File: src/design/integer_to_roman_encoder_core_assert.svh
// Assertion macros used by the integer to Roman encoder RTL.
`ifndef INTEGER_TO_ROMAN_ENCODER_CORE_ASSERT_SVH
`define INTEGER_TO_ROMAN_ENCODER_CORE_ASSERT_SVH

// Same-cycle implication, disabled while reset is held.
`define IRE_ASSERT_SAME(lbl, clk, rst_n, ante, cons) \
    lbl: assert property (@(posedge clk) disable iff (!rst_n) (ante) |-> (cons)) \
        else $error("integer_to_roman_encoder_core: same-cycle check failed");

// Next-cycle implication, disabled while reset is held.
`define IRE_ASSERT_NEXT(lbl, clk, rst_n, ante, cons) \
    lbl: assert property (@(posedge clk) disable iff (!rst_n) (ante) |=> (cons)) \
        else $error("integer_to_roman_encoder_core: next-cycle check failed");

`endif

File: src/design/iroman_pkg.sv
`timescale 1ns / 1ps

package iroman_pkg;

    localparam int unsigned VALUE_W   = 12;
    localparam int unsigned LETTER_W  = 7;
    localparam int unsigned DIGIT_W   = 4;
    localparam int unsigned BCD_W     = 16;
    localparam int unsigned POS_W     = 2;
    localparam int unsigned LEN_W     = 3;
    localparam int unsigned REP_W     = 2;
    localparam int unsigned CNT_W     = 4;

    localparam logic [VALUE_W-1:0]  MAX_VALUE = 12'd3999;
    localparam logic [CNT_W-1:0]    CONV_LAST = CNT_W'(VALUE_W - 1);

    localparam logic [LETTER_W-1:0] CH_I    = 7'h49;
    localparam logic [LETTER_W-1:0] CH_V    = 7'h56;
    localparam logic [LETTER_W-1:0] CH_X    = 7'h58;
    localparam logic [LETTER_W-1:0] CH_L    = 7'h4C;
    localparam logic [LETTER_W-1:0] CH_C    = 7'h43;
    localparam logic [LETTER_W-1:0] CH_D    = 7'h44;
    localparam logic [LETTER_W-1:0] CH_M    = 7'h4D;
    localparam logic [LETTER_W-1:0] CH_NONE = 7'h00;

    function automatic logic [LETTER_W-1:0] unit_letter(input logic [POS_W-1:0] pos);
        logic [LETTER_W-1:0] ch;
        case (pos)
            2'd0:    ch = CH_I;
            2'd1:    ch = CH_X;
            2'd2:    ch = CH_C;
            default: ch = CH_M;
        endcase
        return ch;
    endfunction

    function automatic logic [LETTER_W-1:0] five_letter(input logic [POS_W-1:0] pos);
        logic [LETTER_W-1:0] ch;
        case (pos)
            2'd0:    ch = CH_V;
            2'd1:    ch = CH_L;
            2'd2:    ch = CH_D;
            default: ch = CH_NONE;
        endcase
        return ch;
    endfunction

    function automatic logic [LETTER_W-1:0] ten_letter(input logic [POS_W-1:0] pos);
        logic [LETTER_W-1:0] ch;
        case (pos)
            2'd0:    ch = CH_X;
            2'd1:    ch = CH_C;
            2'd2:    ch = CH_M;
            default: ch = CH_NONE;
        endcase
        return ch;
    endfunction

    // Number of letters one decimal digit produces.
    function automatic logic [LEN_W-1:0] digit_len(input logic [DIGIT_W-1:0] dig);
        logic [LEN_W-1:0] n;
        case (dig) inside
            4'd1, 4'd5:       n = 3'd1;
            4'd2, 4'd4, 4'd6: n = 3'd2;
            4'd9:             n = 3'd2;
            4'd3, 4'd7:       n = 3'd3;
            4'd8:             n = 3'd4;
            default:          n = 3'd0;
        endcase
        return n;
    endfunction

    // Letter number k of the digit at decimal position pos.
    function automatic logic [LETTER_W-1:0] digit_letter(input logic [DIGIT_W-1:0] dig,
                                                         input logic [REP_W-1:0]   k,
                                                         input logic [POS_W-1:0]   pos);
        logic [LETTER_W-1:0] ch;
        case (dig) inside
            [4'd1:4'd3]: ch = unit_letter(pos);
            4'd4:        ch = (k == '0) ? unit_letter(pos) : five_letter(pos);
            4'd5:        ch = five_letter(pos);
            [4'd6:4'd8]: ch = (k == '0) ? five_letter(pos) : unit_letter(pos);
            4'd9:        ch = (k == '0) ? unit_letter(pos) : ten_letter(pos);
            default:     ch = CH_NONE;
        endcase
        return ch;
    endfunction

endpackage

File: src/design/integer_to_roman_encoder_core.sv
`timescale 1ns / 1ps
// Integer to Roman numeral encoder. Pulse start while busy is low to hand in
// i_value; each numeral letter then appears on o_letter for exactly one cycle
// with o_strobe high, thousands first, and o_last marks the final letter. The
// receiver cannot stall, so it must take every strobed word as it comes.
// A value of zero produces no word; a value above 3999 produces one word with
// o_error and o_last set and o_letter zero, through the S_ERR state. A valid
// value first runs through a bit-serial binary to BCD converter, one input bit
// per cycle, then the letter stage walks the four decimal digits, one letter
// per cycle, with a step that gives no letter for each zero digit ahead of the
// last letter. The value 3888 gives the longest numeral.
`include "integer_to_roman_encoder_core_assert.svh"

module integer_to_roman_encoder_core (
    input  logic                              i_clk,
    input  logic                              i_rst_n,
    input  logic                              start,
    input  logic [iroman_pkg::VALUE_W-1:0]    i_value,
    output logic                              busy,
    output logic                              o_strobe,
    output logic [iroman_pkg::LETTER_W-1:0]   o_letter,
    output logic                              o_last,
    output logic                              o_error
);

    typedef enum logic [1:0] {
        S_IDLE,
        S_CONV,
        S_EMIT,
        S_ERR
    } t_state;

    t_state                            r_state,  n_state;
    logic [iroman_pkg::VALUE_W-1:0]    r_bin,    n_bin;
    logic [iroman_pkg::BCD_W-1:0]      r_bcd,    n_bcd;
    logic [iroman_pkg::CNT_W-1:0]      r_cnt,    n_cnt;
    logic [iroman_pkg::POS_W-1:0]      r_pos,    n_pos;
    logic [iroman_pkg::REP_W-1:0]      r_k,      n_k;
    logic                              r_strobe, n_strobe;
    logic [iroman_pkg::LETTER_W-1:0]   r_letter, n_letter;
    logic                              r_last,   n_last;
    logic                              r_error,  n_error;

    logic [iroman_pkg::BCD_W-1:0]      bcd_adj;
    logic [iroman_pkg::DIGIT_W-1:0]    cur_digit;
    logic [iroman_pkg::LEN_W-1:0]      cur_len;
    logic                              rest_zero;
    logic                              digit_done;

    // Add 3 to every BCD digit of 5 or more before the next shift.
    always_comb begin
        for (int i = 0; i < iroman_pkg::BCD_W / iroman_pkg::DIGIT_W; i++) begin
            if (r_bcd[i*iroman_pkg::DIGIT_W +: iroman_pkg::DIGIT_W] >= 4'd5) begin
                bcd_adj[i*iroman_pkg::DIGIT_W +: iroman_pkg::DIGIT_W] =
                    r_bcd[i*iroman_pkg::DIGIT_W +: iroman_pkg::DIGIT_W] + 4'd3;
            end else begin
                bcd_adj[i*iroman_pkg::DIGIT_W +: iroman_pkg::DIGIT_W] =
                    r_bcd[i*iroman_pkg::DIGIT_W +: iroman_pkg::DIGIT_W];
            end
        end
    end

    assign cur_digit  = r_bcd[iroman_pkg::BCD_W-1 -: iroman_pkg::DIGIT_W];
    assign cur_len    = iroman_pkg::digit_len(cur_digit);
    assign rest_zero  = (r_bcd[iroman_pkg::BCD_W-iroman_pkg::DIGIT_W-1:0] == '0);
    assign digit_done = ({1'b0, r_k} == cur_len - 3'd1);

    always_comb begin
        n_state  = r_state;
        n_bin    = r_bin;
        n_bcd    = r_bcd;
        n_cnt    = r_cnt;
        n_pos    = r_pos;
        n_k      = r_k;
        n_strobe = 1'b0;
        n_letter = r_letter;
        n_last   = r_last;
        n_error  = r_error;
        case (r_state)
            S_IDLE: begin
                if (start) begin
                    if (i_value > iroman_pkg::MAX_VALUE) begin
                        n_state = S_ERR;
                    end else if (i_value != '0) begin
                        n_bin   = i_value;
                        n_bcd   = '0;
                        n_cnt   = '0;
                        n_state = S_CONV;
                    end
                end
            end
            S_CONV: begin
                // Shift one binary bit into the BCD word.
                n_bcd = {bcd_adj[iroman_pkg::BCD_W-2:0], r_bin[iroman_pkg::VALUE_W-1]};
                n_bin = {r_bin[iroman_pkg::VALUE_W-2:0], 1'b0};
                n_cnt = r_cnt + 4'd1;
                if (r_cnt == iroman_pkg::CONV_LAST) begin
                    n_pos   = '1;
                    n_k     = '0;
                    n_state = S_EMIT;
                end
            end
            S_EMIT: begin
                if (cur_len == '0) begin
                    // Zero digit: advance to the next position.
                    n_bcd = {r_bcd[iroman_pkg::BCD_W-iroman_pkg::DIGIT_W-1:0],
                             {iroman_pkg::DIGIT_W{1'b0}}};
                    n_pos = r_pos - 2'd1;
                    if (rest_zero) begin
                        n_state = S_IDLE;
                    end
                end else begin
                    n_strobe = 1'b1;
                    n_letter = iroman_pkg::digit_letter(cur_digit, r_k, r_pos);
                    n_last   = digit_done && rest_zero;
                    n_error  = 1'b0;
                    if (digit_done) begin
                        n_bcd = {r_bcd[iroman_pkg::BCD_W-iroman_pkg::DIGIT_W-1:0],
                                 {iroman_pkg::DIGIT_W{1'b0}}};
                        n_pos = r_pos - 2'd1;
                        n_k   = '0;
                        if (rest_zero) begin
                            n_state = S_IDLE;
                        end
                    end else begin
                        n_k = r_k + 2'd1;
                    end
                end
            end
            S_ERR: begin
                n_strobe = 1'b1;
                n_letter = iroman_pkg::CH_NONE;
                n_last   = 1'b1;
                n_error  = 1'b1;
                n_state  = S_IDLE;
            end
            default: begin
                n_state = S_IDLE;
            end
        endcase
    end

    always_ff @(posedge i_clk) begin
        if (!i_rst_n) begin
            r_state  <= S_IDLE;
            r_strobe <= 1'b0;
            r_cnt    <= '0;
            r_pos    <= '0;
            r_k      <= '0;
        end else begin
            r_state  <= n_state;
            r_strobe <= n_strobe;
            r_cnt    <= n_cnt;
            r_pos    <= n_pos;
            r_k      <= n_k;
        end
        r_bin    <= n_bin;
        r_bcd    <= n_bcd;
        r_letter <= n_letter;
        r_last   <= n_last;
        r_error  <= n_error;
    end

    assign busy     = (r_state != S_IDLE);
    assign o_strobe = r_strobe;
    assign o_letter = r_letter;
    assign o_last   = r_last;
    assign o_error  = r_error;

    `IRE_ASSERT_SAME(a_err_word_form, i_clk, i_rst_n, o_strobe && o_error,
        o_last && (o_letter == iroman_pkg::CH_NONE))
    `IRE_ASSERT_NEXT(a_busy_after_start, i_clk, i_rst_n,
        start && !busy && (i_value != '0), busy)
    `IRE_ASSERT_NEXT(a_gap_after_last, i_clk, i_rst_n, o_strobe && o_last, !o_strobe)
    `IRE_ASSERT_SAME(a_word_from_work, i_clk, i_rst_n, o_strobe, $past(busy))

endmodule

File: config.mk
export PLATFORM = sky130hd
export DESIGN_NAME = integer_to_roman_encoder_core
export DESIGN_NICKNAME = d
export VERILOG_FILES = /design/src/design/iroman_pkg.sv /design/src/design/integer_to_roman_encoder_core.sv
export VERILOG_INCLUDE_DIRS = /design/src /design/src/design
export SDC_FILE = /design/constraint.sdc
export NUM_CORES = 1
export LEC_CHECK = 0
export BUFFER_PORTS_ARGS = -buffer_cell sky130_fd_sc_hd__buf_2
export CORE_MARGIN = 3
export CORE_UTILIZATION = 45
export DETAILED_ROUTE_END_ITERATION = 7
export PLACE_DENSITY = 0.65
export SLEW_MARGIN = 0
export SYNTH_ARGS = -nofsm -noshare
export SYNTH_HDL_FRONTEND = slang
export SYNTH_SLANG_ARGS = --single-unit
File: constraint.sdc
create_clock -name i_clk -period 3.94 [get_ports i_clk]
set_input_delay 0.394 -clock i_clk [delete_from_list [all_inputs] [get_ports i_clk]]
set_output_delay 0.394 -clock i_clk [all_outputs]
set_load 0.005 [all_outputs]
==> results of run 1 <==
routing by layer:
metal / vias to the layer above / share of wire / track usage
li1: 1212 / - / -
met1: 1107 / 0.49 / 0.220
met2: 45 / 0.46 / 0.274
met3: 7 / 0.036 / 0.0267
met4: 0 / 0.011 / 0.0474
met5: - / 0 / 0
worst max-delay path by stage:
stage / start / end / depth (start not counted)
3_5_place_dp: r_bcd[13] / r_bcd[8] / 10
2_1_floorplan: r_bcd[12] / r_bcd[0] / 12
6_report: r_bcd[12] / r_bcd[11] / 10
3_3_place_gp: r_bcd[13] / r_bcd[8] / 10
5_1_grt: r_bcd[13] / r_bcd[11] / 11
4_1_cts: r_bcd[13] / r_bcd[11] / 10
power by group:
group / leakage, nW / switching (W) / internal, W
logic: 0.849 / 0.000715 / 0.000526
registers: 0.440 / 0.000159 / 0.000806
clock network: 0.0485 / 0.000174 / 0.000127
metrics by stage:
stage	worst slack [ns]	power, W	utilization
global placement	0.679	0.00218	0.500
global route	0.299	0.00274	0.514
floorplan	0.288	0.00192	-
CTS	0.568	0.00252	0.514
detailed placement	0.571	0.00221	0.500
finish	0.555	0.00251	0.514
registers in the layout, indices dropped and copies added, names as in the netlist:
signal,count
o_error,1
o_last,1
o_letter,6
o_strobe,1
r_bcd,16
r_bin,12
r_cnt,4
r_k,2
r_pos,2
r_state,2
cells in the mapped netlist (all sizes together), types with 3 or more instances:
cell type | count | share of area
nand2 | 40 | 0.048
edfxtp | 36 | 0.35
ha | 29 | 0.12
a21oi | 25 | 0.040
o21ai | 25 | 0.040
inv | 24 | 0.029
nor2 | 19 | 0.023
dfxtp | 11 | 0.071
mux2 | 11 | 0.040
clkbuf | 7 | 0.0085
nand3 | 7 | 0.011
nor3b | 7 | 0.019
buf | 6 | 0.014
mux2i | 5 | 0.016
nand2b | 4 | 0.0081
nand4 | 4 | 0.0081
nor2b | 4 | 0.0081
o311a | 4 | 0.013
xnor2 | 4 | 0.011
a211oi | 3 | 0.0072
a21o | 3 | 0.0072
and2 | 3 | 0.0060
nor3 | 3 | 0.0064
nor4 | 3 | 0.0060
o21a | 3 | 0.0072
o22ai | 3 | 0.0060
cell type report:
| class | count | share of cell area |
|---|---|---|
| Multi-Input combinational cell | 240 | 0.490 |
| Clock inverter | 3 | 0.00670 |
| Sequential cell | 47 | 0.387 |
| Inverter | 24 | 0.0268 |
| Clock buffer | 5 | 0.0205 |
| Timing Repair Buffer | 26 | 0.0402 |
| Tap cell | 77 | 0.0287 |
worst max-delay path: cells and delay by family, from the launching register on:
kind	cells	cell delay, ns
AOI/OAI and AO/OA	3	0.70
adders and majority gates	3	0.81
buffers and inverters	2	0.36
DFF	1	0.41
and+or+nand+nor	2	0.85
placed cells by master (no fill, tap or decap), types with 3 or more instances in the layout:
master / synthesis / final
clkbuf_8: 0 / 5
mux2i_1: 5 / 5
a21oi_1: 25 / 25
a211oi_1: 3 / 3
mux2_2: 11 / 11
a21o_1: 3 / 3
nand2b_1: 4 / 4
nand4_1: 4 / 4
nor3b_1: 6 / 6
and2_1: 3 / 3
o21ai_0: 21 / 21
xnor2_1: 4 / 4
nor4_1: 3 / 3
nand3_1: 7 / 7
dfxtp_1: 11 / 11
o21ai_1: 4 / 4
o21a_1: 3 / 3
ha_1: 29 / 29
o22ai_1: 3 / 3
nor2_1: 19 / 19
inv_1: 24 / 24
nor2b_1: 4 / 4
o311a_1: 3 / 3
edfxtp_1: 36 / 36
nand2_1: 40 / 40
buf_2: 2 / 24
logic make-up after synthesis:
kind of cell | synth area share
other | 0.00121
multiplexers | 0.0560
flip-flops | 0.419
AND/OR/NAND/NOR | 0.166
XOR/XNOR | 0.0169
AO/OA/AOI/OAI | 0.173
adder cells (fa/ha/maj) | 0.117
buffers and inverters | 0.0516
==> results.sh, run 1 <==
export IMPL_outcome="finished, final reports clean"
export IMPL_ys_async_sr_fraction=0
export IMPL_dp_hpwl_mm=4.29
export IMPL_die_h_um=89.1
export IMPL_seqCellArea_um2=1300
export IMPL_dr_pass1_iters=4
export IMPL_dieArea_um2=7940
export IMPL_wire_per_inst_um=14.1
export IMPL_antenna_found_initial=0
export IMPL_cp_start_kind="register"
export IMPL_maxSlewViolCount=0
export IMPL_hold_viol_final=0
export IMPL_start_util=0.476
export IMPL_synth_ff_type="edfxtp_1"
export IMPL_globalRouteOverflowTotal=0
export IMPL_path_clk_slew_ns=0.09
export IMPL_dp_cells=414
export IMPL_die_w_um=89.1
export IMPL_holdPathStages=2
export IMPL_min_to="r_bin[0]"
export IMPL_track_usage=0.164
export IMPL_fmax_mhz=295
export IMPL_min_from="i_value[0]"
export IMPL_grt_pass1_vias=2250
export IMPL_nNetsFinal=388
export IMPL_ir_drop_uv=285
export IMPL_path_max_fanout=16
export IMPL_r2r_end="r_bcd[11]"
export IMPL_ctsResizeCount=0
export IMPL_io_pins=26
export IMPL_drive_above_1_share=0.142
export IMPL_routed_via_density=5.62
export IMPL_clockBufferDepth=2
export IMPL_cp_required_ns=3.98
export IMPL_hp_class="in2reg"
export IMPL_n_fill_cell=616
export IMPL_diodes=0
export IMPL_cts_sinks=47
export IMPL_postRouteAntennaNets=0
export IMPL_avgSynthCellArea_um2=9.59
export IMPL_htreeDepth=2
export IMPL_ys_seq_area_frac=0.419
export IMPL_rows=29
export IMPL_final_area_um2=3360
export IMPL_cts_root_buf="clkbuf_8"
export IMPL_grt_pass1_wl_mm=10.4
export IMPL_holdWs_ns=0.395
export IMPL_crit_type="reg2reg"
export IMPL_skew_ns=0.00744
export IMPL_synth_area_um2=3110
export IMPL_post_cts_setup_buffers=0
export IMPL_cap_violations=0
export IMPL_slowest_stage="nor3b_2"
export IMPL_cts_tree="yes"
export IMPL_vias=2371
export IMPL_finalWeightedCongestion=0.848
export IMPL_numCtsBuffers=5
export IMPL_tns_ns=0
export IMPL_r2r_worst_path_cells=10
export IMPL_rsz0062_at_grt="false"
export IMPL_synthesis_instances=324
export IMPL_max_slew_margin=0.503
export IMPL_fin_cells=422
export IMPL_min_period_over_period=0.859
export IMPL_worst_slew_pin_slew_ns=0.745
export IMPL_io_buffers=24
export IMPL_synth_nets=368
export IMPL_r2r_start="r_bcd[12]"
export IMPL_leakagePower_nw=1.34
export IMPL_path_cells="inv_1 > ha_1 > o311a_2 > or2_2 > ha_1 > ha_1 > o2111a_1 > nor3b_2 > a21oi_1 > buf_4"
export IMPL_drt_total_wl_mm=5.93
export IMPL_syn_to_final_growth_pct=8.14
export IMPL_cts_hold_buffers=0
export IMPL_drt_iter0_markers=150
export IMPL_critPathArrivalTime_ns=3.43
export IMPL_drcViolationCount=0
export IMPL_grt_max_degree=20
export IMPL_crit_path_end_kind="register"
export IMPL_pwr_density_cell_nw_per_um2=746
export IMPL_setup_viol=0
export IMPL_period_minus_slack_ns=3.39
export IMPL_multi_input_area_um2=1650
export IMPL_yosysUniqueCellTypes=58
export IMPL_synth_edf_count=36
export IMPL_clkLatencyLatePin_ns=0.30
export IMPL_fp_coreArea_um2=6530
export IMPL_ys_warnings_count=0
export IMPL_ys_ff_latch=47
export IMPL_rrSetupSlack_ns=0.55
export IMPL_worst_path_largest_cell_delay_ns=0.57
export IMPL_placed_area_um2=3270
export IMPL_crit_top_cell="ha_1"
(Power assumes the default switching activity.)
==> run 2, diff against run 1 <==
Settings changed: CORE_ASPECT_RATIO set to 1.75, REMOVE_ABC_BUFFERS set to 1.
==> results.sh, run 2 (synthesis gave the netlist of run 1 again) <==
export IMPL_min_period_over_period=0.831
export IMPL_clockBufferDepth=2
export IMPL_ctsResizeCount=0
export IMPL_ir_drop_uv=383
export IMPL_cts_tree="yes"
export IMPL_setup_viol=0
export IMPL_drt_iter0_markers=164
export IMPL_outcome="finished, final reports clean"
export IMPL_r2r_worst_path_cells=12
export IMPL_dieArea_um2=7980
export IMPL_cts_sinks=47
export IMPL_seq_power_share=0.363
export IMPL_critPathArrivalTime_ns=3.25
export IMPL_r2r_end="r_bcd[5]"
export IMPL_finalWeightedCongestion=0.817
export IMPL_grt_max_degree=20
export IMPL_globalRouteOverflowTotal=0
export IMPL_syn_to_final_growth_pct=10.7
export IMPL_min_from="i_value[5]"
export IMPL_cts_hold_buffers=0
export IMPL_die_h_um=116
export IMPL_pwr_share_comb=0.471
export IMPL_start_util=0.468
export IMPL_period_minus_slack_ns=3.27
export IMPL_pwr_density_cell_nw_per_um2=774
export IMPL_tns_ns=0
export IMPL_dp_cells=420
export IMPL_maxSlewViolCount=0
export IMPL_track_usage=0.172
export IMPL_fp_coreArea_um2=6640
export IMPL_skew_ns=0.00446
export IMPL_worst_slew_pin_slew_ns=0.735
export IMPL_post_place_ws_ns=0.695
export IMPL_holdPathStages=2
export IMPL_switching_share=0.396
export IMPL_min_to="r_bin[5]"
export IMPL_rows=39
export IMPL_routed_via_density=5.60
export IMPL_worst_slack_ns=0.666
export IMPL_crit_path_end_kind="register"
export IMPL_hp_class="in2reg"
export IMPL_grt_pass1_vias=2352
export IMPL_clkLatencyLatePin_ns=0.29
export IMPL_antenna_found_initial=0
export IMPL_postRouteAntennaNets=0
export IMPL_top_register="r_bcd"
export IMPL_hold_viol_final=0
export IMPL_max_slew_margin=0.510
export IMPL_fmax_mhz=305
export IMPL_rrSetupSlack_ns=0.67
export IMPL_numCtsBuffers=5
export IMPL_crit_type="reg2reg"
export IMPL_fin_cells=428
export IMPL_cp_start_kind="register"
export IMPL_largest_reg_flops=16
export IMPL_intPower_w=0.00161
export IMPL_io_pins=26
export IMPL_utilization=0.518
export IMPL_vias=2396
export IMPL_power_switching_w=0.00106
export IMPL_post_cts_setup_buffers=0
export IMPL_path_max_fanout=16
export IMPL_wire_per_inst_um=14.5
export IMPL_r2r_start="r_bcd[13]"
export IMPL_die_w_um=68.8
export IMPL_layout_commonest_cell="nand2_1"
export IMPL_dp_hpwl_mm=4.71
export IMPL_drcViolationCount=0
export IMPL_p_clk_frac=0.167
export IMPL_path_clk_slew_ns=0.06
export IMPL_io_buffers=24
export IMPL_n_fill_cell=621
export IMPL_nNetsFinal=389
export IMPL_cts_root_buf="clkbuf_16"
export IMPL_dr_pass1_iters=5
export IMPL_cap_violations=0
export IMPL_drive_above_1_share=0.142
export IMPL_layout_common_cells="40 x nand2_1, 36 x edfxtp_1, 29 x ha_1"
export IMPL_rsz0062_at_grt="false"
export IMPL_diodes=0
export IMPL_leakagePower_nw=1.37
export IMPL_grt_pass1_wl_mm=10.5
export IMPL_cp_required_ns=3.92
export IMPL_drt_total_wl_mm=6.19
export IMPL_htreeDepth=2
==> run 2: cell types whose count changed in the layout (fill, tap and decap cells not counted) <==
cell / change
clkbuf_8: -3
inv_6: -1
clkinv_4: -1
clkinv_2: -1
clkbuf_16: +5
clkbuf_1: +1
buf_4: +1
==> run 2: worst max-delay path, cell delays in order, from the launching register on <==
cell      delay [ns]
edfxtp_1        0.43
inv_1           0.11
ha_1            0.28
o311a_2         0.45
or2_2           0.28
ha_1            0.32
xor2_1          0.20
nand3_1         0.12
nor3_2          0.17
nor3b_2         0.07
buf_4           0.17
a21oi_1         0.12
buf_4           0.25
==> run 2: cell type report <==
| cell class | count | area, um2 | share of cell area |
|---|---|---|---|
| multi-input cells | 240 | 1650 | 0.479 |
| inverters | 24 | 90.1 | 0.0262 |
| repair buffers | 27 | 143 | 0.0415 |
| flip-flops and latches | 47 | 1300 | 0.378 |
| well taps | 82 | 103 | 0.0298 |
| clock buffers | 8 | 156 | 0.0455 |
==> run 2: worst max path at each step <==
| stage | slack (ns) | startpoint | cells after the start | endpoint |
|---|---|---|---|---|
| after global routing | 0.44 | r_bcd[13] | 12 | r_bcd[6] |
| after global placement | 0.80 | r_bcd[12] | 12 | r_bcd[8] |
| after floorplan | 0.43 | r_bcd[12] | 10 | r_bcd[0] |
| after CTS | 0.66 | r_bcd[13] | 12 | r_bcd[5] |
| after detailed placement | 0.70 | r_bcd[13] | 12 | r_bcd[9] |
| final | 0.67 | r_bcd[13] | 12 | r_bcd[5] |
==> run 2: per-stage QoR <==
step,area (um2),power (W),hold slack [ns]
final,3440,0.00266,0.426
after CTS,3440,0.00268,0.421
after floorplan,3040,0.00189,0.454
after global routing,3440,0.00290,0.438
after global placement,3280,0.00220,0.478
after detailed placement,3280,0.00223,0.483
==> run 2: power groups by stage <==
stage	clock (W)	sequential (W)	combinational (W)
6_report	0.000444	0.000965	0.00125
5_1_grt	0.000468	0.000997	0.00144
2_1_floorplan	0	0.000936	0.000950
4_1_cts	0.000457	0.000966	0.00126
3_3_place_gp	0	0.000970	0.00123
3_5_place_dp	0	0.000975	0.00125
==> run 2: routing by layer <==
layer	track usage	share of wire	up-vias	routed length [um]
li1	-	-	1209	-
met1	0.181	0.38	1121	2340
met2	0.322	0.56	58	3470
met3	0.0388	0.042	8	257
met4	0.0612	0.019	0	117
met5	0	0	-	0
==> run 3, diff against run 2 <==
Settings changed: PLACE_DENSITY 0.65 to unset.
Clock period 3.94 ns to 3.4 ns, I/O delays scaled along.
==> results.sh, run 3 (synthesis gave the netlist of run 1 again) <==
export IMPL_pwr_density_cell_nw_per_um2=897
export IMPL_dr_pass1_iters=4
export IMPL_n_fill_cell=650
export IMPL_r2r_worst_path_cells=11
export IMPL_critPathArrivalTime_ns=3.11
export IMPL_maxSlewViolCount=0
export IMPL_power_w=0.00308
export IMPL_finalWeightedCongestion=0.780
export IMPL_syn_to_final_growth_pct=10.6
export IMPL_rows=39
export IMPL_skew_ns=0.00994
export IMPL_die_h_um=116
export IMPL_nNetsFinal=390
export IMPL_cap_violations=0
export IMPL_track_usage=0.177
export IMPL_cts_tree="yes"
export IMPL_globalRouteOverflowTotal=0
export IMPL_antenna_found_initial=0
export IMPL_path_clk_slew_ns=0.07
export IMPL_hold_viol_final=0
export IMPL_htreeDepth=2
export IMPL_routed_via_density=5.57
export IMPL_grt_pass1_vias=2391
export IMPL_clockBufferDepth=2
export IMPL_crit_path_end_kind="register"
export IMPL_dieArea_um2=7980
export IMPL_placed_area_um2=3290
export IMPL_grt_pass1_wl_mm=10.9
export IMPL_rsz0062_at_grt="false"
export IMPL_io_pins=26
export IMPL_max_slew_margin=0.627
export IMPL_vias=2388
export IMPL_clkLatencyLatePin_ns=0.29
export IMPL_fp_coreArea_um2=6640
export IMPL_crit_type="reg2reg"
export IMPL_final_area_um2=3440
export IMPL_start_util=0.468
export IMPL_cp_required_ns=3.37
export IMPL_holdWs_ns=0.378
export IMPL_crit_end="r_bcd[6]"
export IMPL_min_from="i_value[1]"
export IMPL_period_minus_slack_ns=3.14
export IMPL_drcViolationCount=0
export IMPL_cts_hold_buffers=0
export IMPL_cts_sinks=47
export IMPL_drt_total_wl_mm=6.44
export IMPL_tns_ns=0
export IMPL_r2r_end="r_bcd[6]"
export IMPL_post_cts_setup_buffers=0
export IMPL_outcome="finished, final reports clean"
export IMPL_dp_hpwl_mm=4.74
export IMPL_cp_start_kind="register"
export IMPL_diodes=0
export IMPL_layout_commonest_cell="nand2_1"
export IMPL_io_buffers=24
export IMPL_numCtsBuffers=5
export IMPL_fmax_mhz=318
export IMPL_ir_drop_uv=456
export IMPL_hp_class="in2reg"
export IMPL_r2r_start="r_bcd[12]"
export IMPL_wire_per_inst_um=15.0
export IMPL_worst_slew_pin_slew_ns=0.560
export IMPL_path_max_fanout=16
export IMPL_grt_max_degree=18
export IMPL_rrSetupSlack_ns=0.26
export IMPL_leakagePower_nw=1.37
export IMPL_crit_path_start="r_bcd[12]"
export IMPL_ctsResizeCount=0
export IMPL_drt_iter0_markers=125
export IMPL_cts_root_buf="clkbuf_16"
export IMPL_min_period_over_period=0.924
export IMPL_postRouteAntennaNets=0
export IMPL_holdPathStages=2
export IMPL_layout_common_cells="40 x nand2_1, 36 x edfxtp_1, 29 x ha_1"
export IMPL_drive_above_1_share=0.147
export IMPL_setup_viol=0
export IMPL_die_w_um=68.8
export IMPL_largest_reg_flops=16
export IMPL_top_register="r_bcd"
[run 3: cell count changes in the layout (fill, tap and decap cells not counted), sizes merged]
cell / before / now
buf: 27 / 28
clkbuf: 8 / 5
clkinv: 0 / 2
inv: 24 / 25
[run 3: worst min path at each step]
| stage | to | slack (ns) |
|---|---|---|
| floorplan | r_k[1] | 0.45 |
| global placement | r_k[1] | 0.48 |
| detailed placement | r_k[1] | 0.49 |
| CTS | r_bin[3] | 0.37 |
| global route | r_bin[1] | 0.39 |
| finish | r_bin[1] | 0.38 |
[run 3: power breakdown]
part	switching, W	internal [W]	total, W
combinational	0.000856	0.000617	0.00147
sequential	0.000183	0.000936	0.00112
clock	0.000216	0.000275	0.000491
total	0.00126	0.00183	0.00308
[run 3: critical path, stage by stage (launching register included)]
cell	delay (ns)
edfxtp_1	0.41
inv_1	0.12
ha_1	0.30
o311a_2	0.45
or2_2	0.28
ha_1	0.30
xor2_1	0.17
nand3_1	0.12
nor3_2	0.18
nor3b_2	0.08
a21oi_1	0.13
buf_4	0.27
[run 3: stage by stage]
step                utilization  instances  setup slack [ns]
floorplan                     -        311            -0.110
global placement          0.496        421             0.394
detailed placement        0.496        421             0.283
CTS                       0.518        429             0.252
global route              0.518        429            0.0610
finish                    0.518        429             0.259
[run 3: layout make-up]
class | instances | area, um2 | area share
Multi-Input combinational cell | 240 | 1650 | 0.479
Clock buffer | 5 | 125 | 0.0364
Clock inverter | 3 | 22.5 | 0.00655
Timing Repair Buffer | 28 | 150 | 0.0437
Inverter | 24 | 90.1 | 0.0262
Tap cell | 82 | 103 | 0.0299
Sequential cell | 47 | 1300 | 0.379
[run 3: layer usage]
| layer | track usage | up-vias | part of all wire | wire (um) |
|---|---|---|---|---|
| li1 | - | 1211 | - | - |
| met1 | 0.196 | 1122 | 0.41 | 2650 |
| met2 | 0.327 | 45 | 0.54 | 3500 |
| met3 | 0.0291 | 10 | 0.026 | 166 |
| met4 | 0.0651 | 0 | 0.020 | 131 |
| met5 | 0 | - | 0 | 0 |
